## src/rtl/lspe_pkg.sv

```systemverilog
`timescale 1ns / 1ps
`default_nettype none

package lspe_pkg;

  localparam int SENSOR_COUNT = 5;
  localparam int CENTRE_SENSOR = 2;
  localparam int RAW_W = 10;
  localparam int OFS_W = RAW_W + 1;
  localparam int THR_W = 10;
  localparam int GAIN_W = 8;
  localparam int ERR_W = 7;
  localparam int DRIVE_W = 15;
  localparam int ADDR_W = 4;
  localparam int DATA_W = 32;

  localparam logic [THR_W-1:0] THRESHOLD_RST = THR_W'(600);
  localparam logic [GAIN_W-1:0] KP_GAIN_RST = GAIN_W'(12);

  localparam logic signed [ERR_W-1:0] W_EDGE = ERR_W'(50);
  localparam logic signed [ERR_W-1:0] W_OUTER_PAIR = ERR_W'(30);
  localparam logic signed [ERR_W-1:0] W_INNER = ERR_W'(22);
  localparam logic signed [ERR_W-1:0] W_INNER_PAIR = ERR_W'(17);

  typedef enum logic [1:0] {
    REG_THRESHOLD  = 2'd0,
    REG_LIGHT_LINE = 2'd1,
    REG_KP_GAIN    = 2'd2
  } reg_idx_t;

  typedef struct packed {
    logic [THR_W-1:0] threshold;
    logic             light_line;
  } cmp_cfg_t;

  typedef struct packed {
    logic accept;
    logic calibrate;
  } lane_ctl_t;

  // weight for a line under one sensor or two neighbors, else zero
  function automatic logic signed [ERR_W-1:0] pattern_weight(
    input logic [SENSOR_COUNT-1:0] pattern
  );
    logic signed [ERR_W-1:0] w;
    case (pattern)
      5'b00001: w = -W_EDGE;
      5'b00011: w = -W_OUTER_PAIR;
      5'b00010: w = -W_INNER;
      5'b00110: w = -W_INNER_PAIR;
      5'b01100: w = W_INNER_PAIR;
      5'b01000: w = W_INNER;
      5'b11000: w = W_OUTER_PAIR;
      5'b10000: w = W_EDGE;
      default:  w = '0;
    endcase
    return w;
  endfunction

endpackage

`default_nettype wire

```

## src/rtl/lspe_req_if.sv

```systemverilog
`timescale 1ns / 1ps
`default_nettype none

interface lspe_req_if import lspe_pkg::*; ();
  logic             valid;
  logic             ready;
  logic             req_type;
  logic [RAW_W-1:0] raw0;
  logic [RAW_W-1:0] raw1;
  logic [RAW_W-1:0] raw2;
  logic [RAW_W-1:0] raw3;
  logic [RAW_W-1:0] raw4;

  modport source (output valid, req_type, raw0, raw1, raw2, raw3, raw4, input ready);
  modport sink (input valid, req_type, raw0, raw1, raw2, raw3, raw4, output ready);
endinterface

`default_nettype wire

```

## src/rtl/lspe_rsp_if.sv

```systemverilog
`timescale 1ns / 1ps
`default_nettype none

interface lspe_rsp_if import lspe_pkg::*; ();
  logic                      valid;
  logic                      ready;
  logic [SENSOR_COUNT-1:0]   status_bits;
  logic signed [ERR_W-1:0]   position_error;
  logic signed [DRIVE_W-1:0] drive;

  modport source (output valid, status_bits, position_error, drive, input ready);
  modport sink (input valid, status_bits, position_error, drive, output ready);
endinterface

`default_nettype wire

```

## src/rtl/lspe_lane.sv

```systemverilog
`timescale 1ns / 1ps
`default_nettype none

module lspe_lane import lspe_pkg::*; (
  input  wire logic             clk,
  input  wire logic             rst,
  input  wire logic [RAW_W-1:0] raw,
  input  wire logic [RAW_W-1:0] centre,
  input  wire lane_ctl_t        ctl,
  input  wire cmp_cfg_t         cfg,
  output logic                  hit
);

  logic signed [OFS_W-1:0] offset;
  logic signed [OFS_W-1:0] offset_next;
  logic signed [OFS_W:0]   sum;
  logic signed [OFS_W:0]   thr;

  assign offset_next = $signed({1'b0, centre}) - $signed({1'b0, raw});
  assign sum = $signed({2'b00, raw}) + $signed({offset[OFS_W-1], offset});
  assign thr = $signed({2'b00, cfg.threshold});

  // equal to threshold never flags
  always_comb begin
    if (cfg.light_line) begin
      hit = sum > thr;
    end else begin
      hit = sum < thr;
    end
  end

  always_ff @(posedge clk) begin
    if (rst) begin
      offset <= '0;
    end else if (ctl.accept && ctl.calibrate) begin
      offset <= offset_next;
    end
  end

endmodule

`default_nettype wire

```

## src/rtl/lspe_merge.sv

```systemverilog
`timescale 1ns / 1ps
`default_nettype none

module lspe_merge import lspe_pkg::*; (
  input  wire logic                    clk,
  input  wire logic                    rst,
  input  wire logic                    in_valid,
  output logic                         in_ready,
  input  wire logic                    in_calib,
  input  wire logic [SENSOR_COUNT-1:0] in_flags,
  input  wire logic [GAIN_W-1:0]       kp_gain,
  output logic                         out_valid,
  input  wire logic                    out_ready,
  output logic [SENSOR_COUNT-1:0]      status_bits,
  output logic signed [ERR_W-1:0]      position_error,
  output logic signed [DRIVE_W-1:0]    drive
);

  localparam int PROD_W = GAIN_W + 1 + ERR_W;

  logic signed [ERR_W-1:0]  err;
  logic signed [PROD_W-1:0] prod;
  logic                     load;

  assign err = pattern_weight(in_flags);
  assign prod = $signed({1'b0, kp_gain}) * err;
  assign in_ready = !out_valid || out_ready;
  assign load = in_valid && in_ready;

  always_ff @(posedge clk) begin
    if (rst) begin
      out_valid <= 1'b0;
    end else if (in_ready) begin
      out_valid <= in_valid;
    end
  end

  always_ff @(posedge clk) begin
    if (load) begin
      if (in_calib) begin
        status_bits    <= '0;
        position_error <= '0;
        drive          <= '0;
      end else begin
        status_bits    <= in_flags;
        position_error <= err;
        drive          <= prod[DRIVE_W-1:0];
      end
    end
  end

  a_zero_err_zero_drive: assert property (@(posedge clk) disable iff (rst)
    out_valid && position_error == '0 |-> drive == '0)
    else $error("drive nonzero with zero position error");

  a_calib_zero: assert property (@(posedge clk) disable iff (rst)
    load && in_calib |=> status_bits == '0 && position_error == '0 && drive == '0)
    else $error("calibrate result not all zero");

  a_flags_kept: assert property (@(posedge clk) disable iff (rst)
    load && !in_calib |=> status_bits == $past(in_flags))
    else $error("status bits differ from lane flags");

  a_no_line_no_err: assert property (@(posedge clk) disable iff (rst)
    out_valid && status_bits == '0 |-> position_error == '0)
    else $error("position error without any flag");

endmodule

`default_nettype wire

```

## src/rtl/line_sensor_position_error_core.sv

```systemverilog
`timescale 1ns / 1ps
`default_nettype none

// a request's result is registered first in the flag stage and then in the merge output register
// throughput: one request per cycle while rsp.ready holds, set by the five compare lanes working
//   in parallel and a single registered table lookup and gain multiply
// reset (rst, synchronous): pipeline emptied, offsets cleared to zero,
//   threshold 600, light_line 0, kp_gain 12
module line_sensor_position_error_core import lspe_pkg::*; (
  input  wire logic              clk,
  input  wire logic              rst,
  lspe_req_if.sink               req,
  lspe_rsp_if.source             rsp,
  input  wire logic              psel,
  input  wire logic              penable,
  input  wire logic              pwrite,
  input  wire logic [ADDR_W-1:0] paddr,
  input  wire logic [DATA_W-1:0] pwdata,
  output logic [DATA_W-1:0]      prdata,
  output logic                   pready
);

  logic [THR_W-1:0]  threshold;
  logic              light_line;
  logic [GAIN_W-1:0] kp_gain;
  logic              cfg_write;
  reg_idx_t          reg_idx;

  assign pready = 1'b1;
  assign cfg_write = psel && penable && pwrite && pready;
  assign reg_idx = reg_idx_t'(paddr[ADDR_W-1:2]);

  always_ff @(posedge clk) begin
    if (rst) begin
      threshold  <= THRESHOLD_RST;
      light_line <= 1'b0;
      kp_gain    <= KP_GAIN_RST;
    end else if (cfg_write) begin
      case (reg_idx)
        REG_THRESHOLD:  threshold <= pwdata[THR_W-1:0];
        REG_LIGHT_LINE: light_line <= pwdata[0];
        REG_KP_GAIN:    kp_gain <= pwdata[GAIN_W-1:0];
        default: ;
      endcase
    end
  end

  always_comb begin
    case (reg_idx)
      REG_THRESHOLD:  prdata = DATA_W'(threshold);
      REG_LIGHT_LINE: prdata = DATA_W'(light_line);
      REG_KP_GAIN:    prdata = DATA_W'(kp_gain);
      default:        prdata = '0;
    endcase
  end

  logic [RAW_W-1:0]        raw [SENSOR_COUNT];
  logic [SENSOR_COUNT-1:0] hits;
  lane_ctl_t               ctl;
  cmp_cfg_t                cmp_cfg;
  logic                    accept;

  assign raw[0] = req.raw0;
  assign raw[1] = req.raw1;
  assign raw[2] = req.raw2;
  assign raw[3] = req.raw3;
  assign raw[4] = req.raw4;

  assign accept = req.valid && req.ready;
  assign ctl.accept = accept;
  assign ctl.calibrate = req.req_type;
  assign cmp_cfg.threshold = threshold;
  assign cmp_cfg.light_line = light_line;

  for (genvar i = 0; i < SENSOR_COUNT; i++) begin : g_lane
    lspe_lane u_lane (
      .clk    (clk),
      .rst    (rst),
      .raw    (raw[i]),
      .centre (raw[CENTRE_SENSOR]),
      .ctl    (ctl),
      .cfg    (cmp_cfg),
      .hit    (hits[i])
    );
  end

  // flag stage between lanes and merge
  logic                    s1_valid;
  logic                    s1_calib;
  logic [SENSOR_COUNT-1:0] s1_flags;
  logic                    merge_ready;

  assign req.ready = !s1_valid || merge_ready;

  always_ff @(posedge clk) begin
    if (rst) begin
      s1_valid <= 1'b0;
    end else if (req.ready) begin
      s1_valid <= req.valid;
    end
  end

  always_ff @(posedge clk) begin
    if (accept) begin
      s1_calib <= req.req_type;
      s1_flags <= hits;
    end
  end

  lspe_merge u_merge (
    .clk            (clk),
    .rst            (rst),
    .in_valid       (s1_valid),
    .in_ready       (merge_ready),
    .in_calib       (s1_calib),
    .in_flags       (s1_flags),
    .kp_gain        (kp_gain),
    .out_valid      (rsp.valid),
    .out_ready      (rsp.ready),
    .status_bits    (rsp.status_bits),
    .position_error (rsp.position_error),
    .drive          (rsp.drive)
  );

  a_stall_cause: assert property (@(posedge clk) disable iff (rst)
    !req.ready |-> s1_valid && rsp.valid && !rsp.ready)
    else $error("request stalled with room in the pipeline");

  a_flag_stage_holds: assert property (@(posedge clk) disable iff (rst)
    s1_valid && !req.ready |=> s1_valid && $stable(s1_flags) && $stable(s1_calib))
    else $error("flag stage lost a stalled request");

  a_gain_write: assert property (@(posedge clk) disable iff (rst)
    cfg_write && reg_idx == REG_KP_GAIN |=> kp_gain == $past(pwdata[GAIN_W-1:0]))
    else $error("gain register write lost");

endmodule

`default_nettype wire
```

## src/flat_wrapper.sv

```systemverilog
// flat-port wrapper written by rule: the top's interface ports become plain ports
module line_sensor_position_error_core_flat import lspe_pkg::*;
  (clk, rst, psel, penable, pwrite, paddr, pwdata, prdata, pready, req_valid, req_req_type, req_raw0, req_raw1, req_raw2, req_raw3, req_raw4, req_ready, rsp_valid, rsp_status_bits, rsp_position_error, rsp_drive, rsp_ready);
  lspe_req_if req_i ();
  lspe_rsp_if rsp_i ();
  input  wire logic clk;
  input  wire logic rst;
  input  wire logic psel;
  input  wire logic penable;
  input  wire logic pwrite;
  input  wire logic [ADDR_W-1:0] paddr;
  input  wire logic [DATA_W-1:0] pwdata;
  output logic [DATA_W-1:0] prdata;
  output logic pready;
  input wire logic [$bits(req_i.valid)-1:0] req_valid;
  input wire logic [$bits(req_i.req_type)-1:0] req_req_type;
  input wire logic [$bits(req_i.raw0)-1:0] req_raw0;
  input wire logic [$bits(req_i.raw1)-1:0] req_raw1;
  input wire logic [$bits(req_i.raw2)-1:0] req_raw2;
  input wire logic [$bits(req_i.raw3)-1:0] req_raw3;
  input wire logic [$bits(req_i.raw4)-1:0] req_raw4;
  output wire logic [$bits(req_i.ready)-1:0] req_ready;
  output wire logic [$bits(rsp_i.valid)-1:0] rsp_valid;
  output wire logic [$bits(rsp_i.status_bits)-1:0] rsp_status_bits;
  output wire logic [$bits(rsp_i.position_error)-1:0] rsp_position_error;
  output wire logic [$bits(rsp_i.drive)-1:0] rsp_drive;
  input wire logic [$bits(rsp_i.ready)-1:0] rsp_ready;
  assign req_i.valid = req_valid;
  assign req_i.req_type = req_req_type;
  assign req_i.raw0 = req_raw0;
  assign req_i.raw1 = req_raw1;
  assign req_i.raw2 = req_raw2;
  assign req_i.raw3 = req_raw3;
  assign req_i.raw4 = req_raw4;
  assign req_ready = req_i.ready;
  assign rsp_valid = rsp_i.valid;
  assign rsp_status_bits = rsp_i.status_bits;
  assign rsp_position_error = rsp_i.position_error;
  assign rsp_drive = rsp_i.drive;
  assign rsp_i.ready = rsp_ready;
  line_sensor_position_error_core u_core (.clk(clk), .rst(rst), .req(req_i), .rsp(rsp_i), .psel(psel), .penable(penable), .pwrite(pwrite), .paddr(paddr), .pwdata(pwdata), .prdata(prdata), .pready(pready));
endmodule
```

## config.mk

```make
export PLATFORM = sky130hd
export DESIGN_NAME = line_sensor_position_error_core_flat
export DESIGN_NICKNAME = d
export VERILOG_FILES = /design/src/rtl/lspe_pkg.sv /design/src/rtl/lspe_req_if.sv /design/src/rtl/lspe_rsp_if.sv /design/src/rtl/lspe_lane.sv /design/src/rtl/lspe_merge.sv /design/src/rtl/line_sensor_position_error_core.sv /design/src/flat_wrapper.sv
export SDC_FILE = /design/constraint.sdc
export NUM_CORES = 1
export LEC_CHECK = 0
export BUFFER_PORTS_ARGS = -buffer_cell sky130_fd_sc_hd__buf_2
export CAP_MARGIN = 20
export CORE_UTILIZATION = 49
export DETAILED_ROUTE_END_ITERATION = 8
export GPL_TIMING_DRIVEN = 1
export PLACE_DENSITY = 0.73
export SKIP_CTS_REPAIR_TIMING = 1
export SLEW_MARGIN = 20
export SYNTH_ARGS = -nofsm -noshare
export SYNTH_HDL_FRONTEND = slang
export SYNTH_SLANG_ARGS = --single-unit
```

## constraint.sdc

```tcl
create_clock -name clk -period 5.8 [get_ports clk]
set_input_delay 1.16 -clock clk [delete_from_list [all_inputs] [get_ports clk]]
set_output_delay 1.16 -clock clk [all_outputs]
set_load 0.03 [all_outputs]
```

==> run_results.csv <==
group,metric,value,unit
yosys,synth-xor-area-share,0.03878,
min_path,worstHoldPathType,"register to register",
yosys,postSynthCellCount,1265,
cells_and_area,utilization,0.5491,
yosys,synth_compound_area_frac,0.1631,
placement,gp_congestion,0.9137,
yosys,yosysTopAreaCell,"ha_1",
job,drv_cap,0,
cts,path_clk_slew,80,ps
timing,max_slew_margin,0.4220,
power,pwr-share-clk,0.259,
yosys,yosysUniqueCellTypes,69,
yosys,synth_async_sr_flop_share,0,
worst_setup_path,cp.arrival,5500,ps
timing,rsz0062_at_grt,"no",
worst_setup_path,reg2reg_from,"u_core.u_merge.err[5]$_DFF_P_",
min_path,worstHoldStart,"u_core.threshold[8]$_SDFFE_PP0P_",
worst_setup_path,path_class,"primary input to register",
grt,first_global_vias,8617,
power,swShare,0.3820,
timing,slew_viol_final,0,
run_status,status,"finished, final reports clean",
cells_and_area,area_growth_syn_to_layout,9.418,%
worst_setup_path,max_stage_delay,410,ps
routing,wl_met3,1203,microns
routing,viasPerCell,5.522,
yosys,synthMuxAreaShare,0.02605,
cells_and_area,layout_common_cells,"ha_1, inv_1, nor2_1, buf_2, nand2_1",
floorplanning,fp.dieW,149.2,microns
worst_setup_path,cpLargestDelayFamily,"compound AO/OA/AOI/OAI gates",
routing,totalWireLength,24610,microns
yosys,synth-simple-area-share,0.1911,
placement,dp_hpwl,20160,microns
cts,cts_tree,"built",
routing,top_layer_used,"met4",
cells_and_area,final_cell_area,11610,sq um
grt,grt_pass1_wl,40430,microns
floorplanning,rows,53,
routing,wl_met1,10980,microns
yosys,synth_top_cell_area_share,0.2027,
grt,grt_overflow,0,
cts,ctsHtreeMaxLevel,3,
yosys,syn-cell-area,10620,sq um
timing,achievable-frequency,0.1919,GHz
yosys,ys.flop_type,"dfxtp_1",
worst_setup_path,cp_num_buf_inv,1,
routing,vias,9001,
worst_setup_path,cp_max_fo,4,
routing,antenna_left,0,
power,p_comb_frac,0.384,
floorplanning,die_area,22260,sq um
timing,fin_skew,11.56,ps
worst_setup_path,cp_data_required_time,6090,ps
routing,first_pass_iters,5,
floorplanning,start_util,0.5018,
cts,clkSinkCount,105,
yosys,synthAdderAreaFrac,0.2744,
worst_setup_path,critPathLaunchType,"primary input",
cells_and_area,finalNetCount,1654,
timing,finalSetupViolations,0,
placement,portBuffers,108,
worst_setup_path,cpMostUsedCell,"ha_1",
timing,hold_violations,0,
power,p_seq_frac,0.357,
cells_and_area,antenna-diode-count,0,
routing,wl_per_cell,15.10,microns
floorplanning,die_height,149.2,microns
yosys,ys_seq_area_frac,0.2291,
timing,tightest_slew,865.3,ps
placement,dpl_cell_area,11310,sq um
floorplanning,io_pins,156,
worst_setup_path,crit_path_end_kind,"register",
timing,hold_ws,471.4,ps
cts,cts_made_buffers,9,
yosys,synth_area_leaders,"ha_1, dfxtp_1, edfxtp_1",
cells_and_area,final_common_cell,"ha_1",
yosys,syn_area_per_cell,8.391,sq um
power,ir_drop,149.4,uV
timing,fin_crit_sh,0.8983,
cells_and_area,drive_gt1_frac,0.1092,
power,p_per_area,211.2,nW/um^2
worst_setup_path,slowest_stage,"fa_1",
cts,root_buffer,"clkbuf_16",
cts,cts_buffer_depth,2,
timing,min_period,5210,ps
power,intPower,1.516,mW
worst_setup_path,crit_chain,"buf_2, ha_1, fa_1, a21o_1, a21oi_1, o21bai_1, a21oi_1, xnor2_1, ha_1, a21o_1, a211o_1, o211ai_1, nand3b_1, o311a_1, o21ai_0, o21bai_1, mux2i_1, ha_1, nand2_1, or2_2, o22ai_1",
yosys,synth_top_family_by_area,"adder cells",
grt,grt_antenna_before_repair,0,
routing,drc,0,
power,total_leakage_power,5.620,nW
routing,drt-initial-drc-count,354,
power,p_total,2.453,mW
timing,tns,0,ps
grt,grt_use_total,0.2311,
power,p_sw,936.9,uW
floorplanning,fp.coreArea,21150,sq um
yosys,synth_edf_count,33,
grt,grt_max_degree,57,
routing,met2_length,11860,microns
cts,clkLatencyLatePin,370,ps
yosys,synth-seq-cells,105,
worst_setup_path,startpoint,"req_raw0[0]",
yosys,ys_warn_count,0,
cell type report:
class / instances / area (sq um)
Clock buffer: 9 / 225.2
Clock inverter: 7 / 76.32
Fill cell: 1973 / 9539
Inverter: 133 / 499.2
Multi-Input combinational cell: 987 / 7452
Sequential cell: 105 / 2432
Tap cell: 275 / 344.1
Timing Repair Buffer: 114 / 585.6
power groups by stage:
stage	registers (mW)	logic [mW]	clock network, mW
3_3_place_gp	0.890	0.905	0
3_5_place_dp	0.893	0.938	0
5_1_grt	0.884	1.07	0.676
6_report	0.876	0.942	0.634
4_1_cts	0.875	0.945	0.649
2_1_floorplan	0.891	0.715	0
final timing paths:
kind	depth (start not counted)	slack, ps	to
worst max-delay path	21	590	u_core.u_merge.err[3]$_DFF_P_
worst max register to register	15	1100	u_core.u_merge.drive[14]$_SDFFCE_PP0P_
worst min-delay path	2	470	u_core.threshold[8]$_SDFFE_PP0P_
worst min register to register	2	470	u_core.threshold[8]$_SDFFE_PP0P_
layer usage:
metal  global-route usage  up-vias
met5                    0        -
met4              0.07857        0
met3              0.02171       31
met2               0.4128      266
met1               0.2893     4193
li1                     -     4511
synth_stat cells (17+ instances only):
| cell | n |
|---|---|
| xnor2_1 | 36 |
| fa_1 | 38 |
| mux2i_1 | 25 |
| edfxtp_1 | 33 |
| clkbuf_1 | 35 |
| ha_1 | 172 |
| and2_1 | 31 |
| a21oi_1 | 72 |
| nand2_1 | 98 |
| nor2_1 | 119 |
| nor3_1 | 38 |
| dfxtp_1 | 72 |
| buf_4 | 23 |
| inv_1 | 131 |
| o21ai_0 | 62 |
| nor2b_1 | 39 |
| nand3_1 | 17 |
per-stage QoR:
step / cells / setup WS [ps]
after floorplan: 1286 / 845.4
after global placement: 1614 / 369.1
after detailed placement: 1614 / 284.5
after CTS: 1630 / 634.4
after global routing: 1630 / 296.1
final: 1630 / 589.9
registers in the layout, indices dropped and copies added (netlist names), 5 cells and up:
signal / count
u_core.u_merge.err: 7
u_core.u_merge.status_bits: 5
u_core.kp_gain: 8
u_core.threshold: 10
u_core.s1_flags: 5
u_core.g_lane.u_lane.offset: 44
u_core.u_merge.position_error: 7
u_core.u_merge.drive: 15
kinds of logic (layout without fill, tap and decap cells):
group / Yosys count / in the layout
other cells: 2 / 23
flops: 105 / 105
fa+ha+maj: 210 / 210
compound gates: 267 / 267
xor+xnor: 47 / 47
mux: 27 / 27
buf+inv: 194 / 263
simple gates: 413 / 413
worst register-to-register path, delay by kind of cell (launching register included):
kind	cells	cell delay, ps
adders and majority gates	5	2360
AOI/OAI and AO/OA	5	950
DFF	1	560
xor gates and xnor gates	1	210
and+or+nand+nor	2	200
buffers and inverters	2	150
No activity file was read; power rests on OpenSTA's default activity.
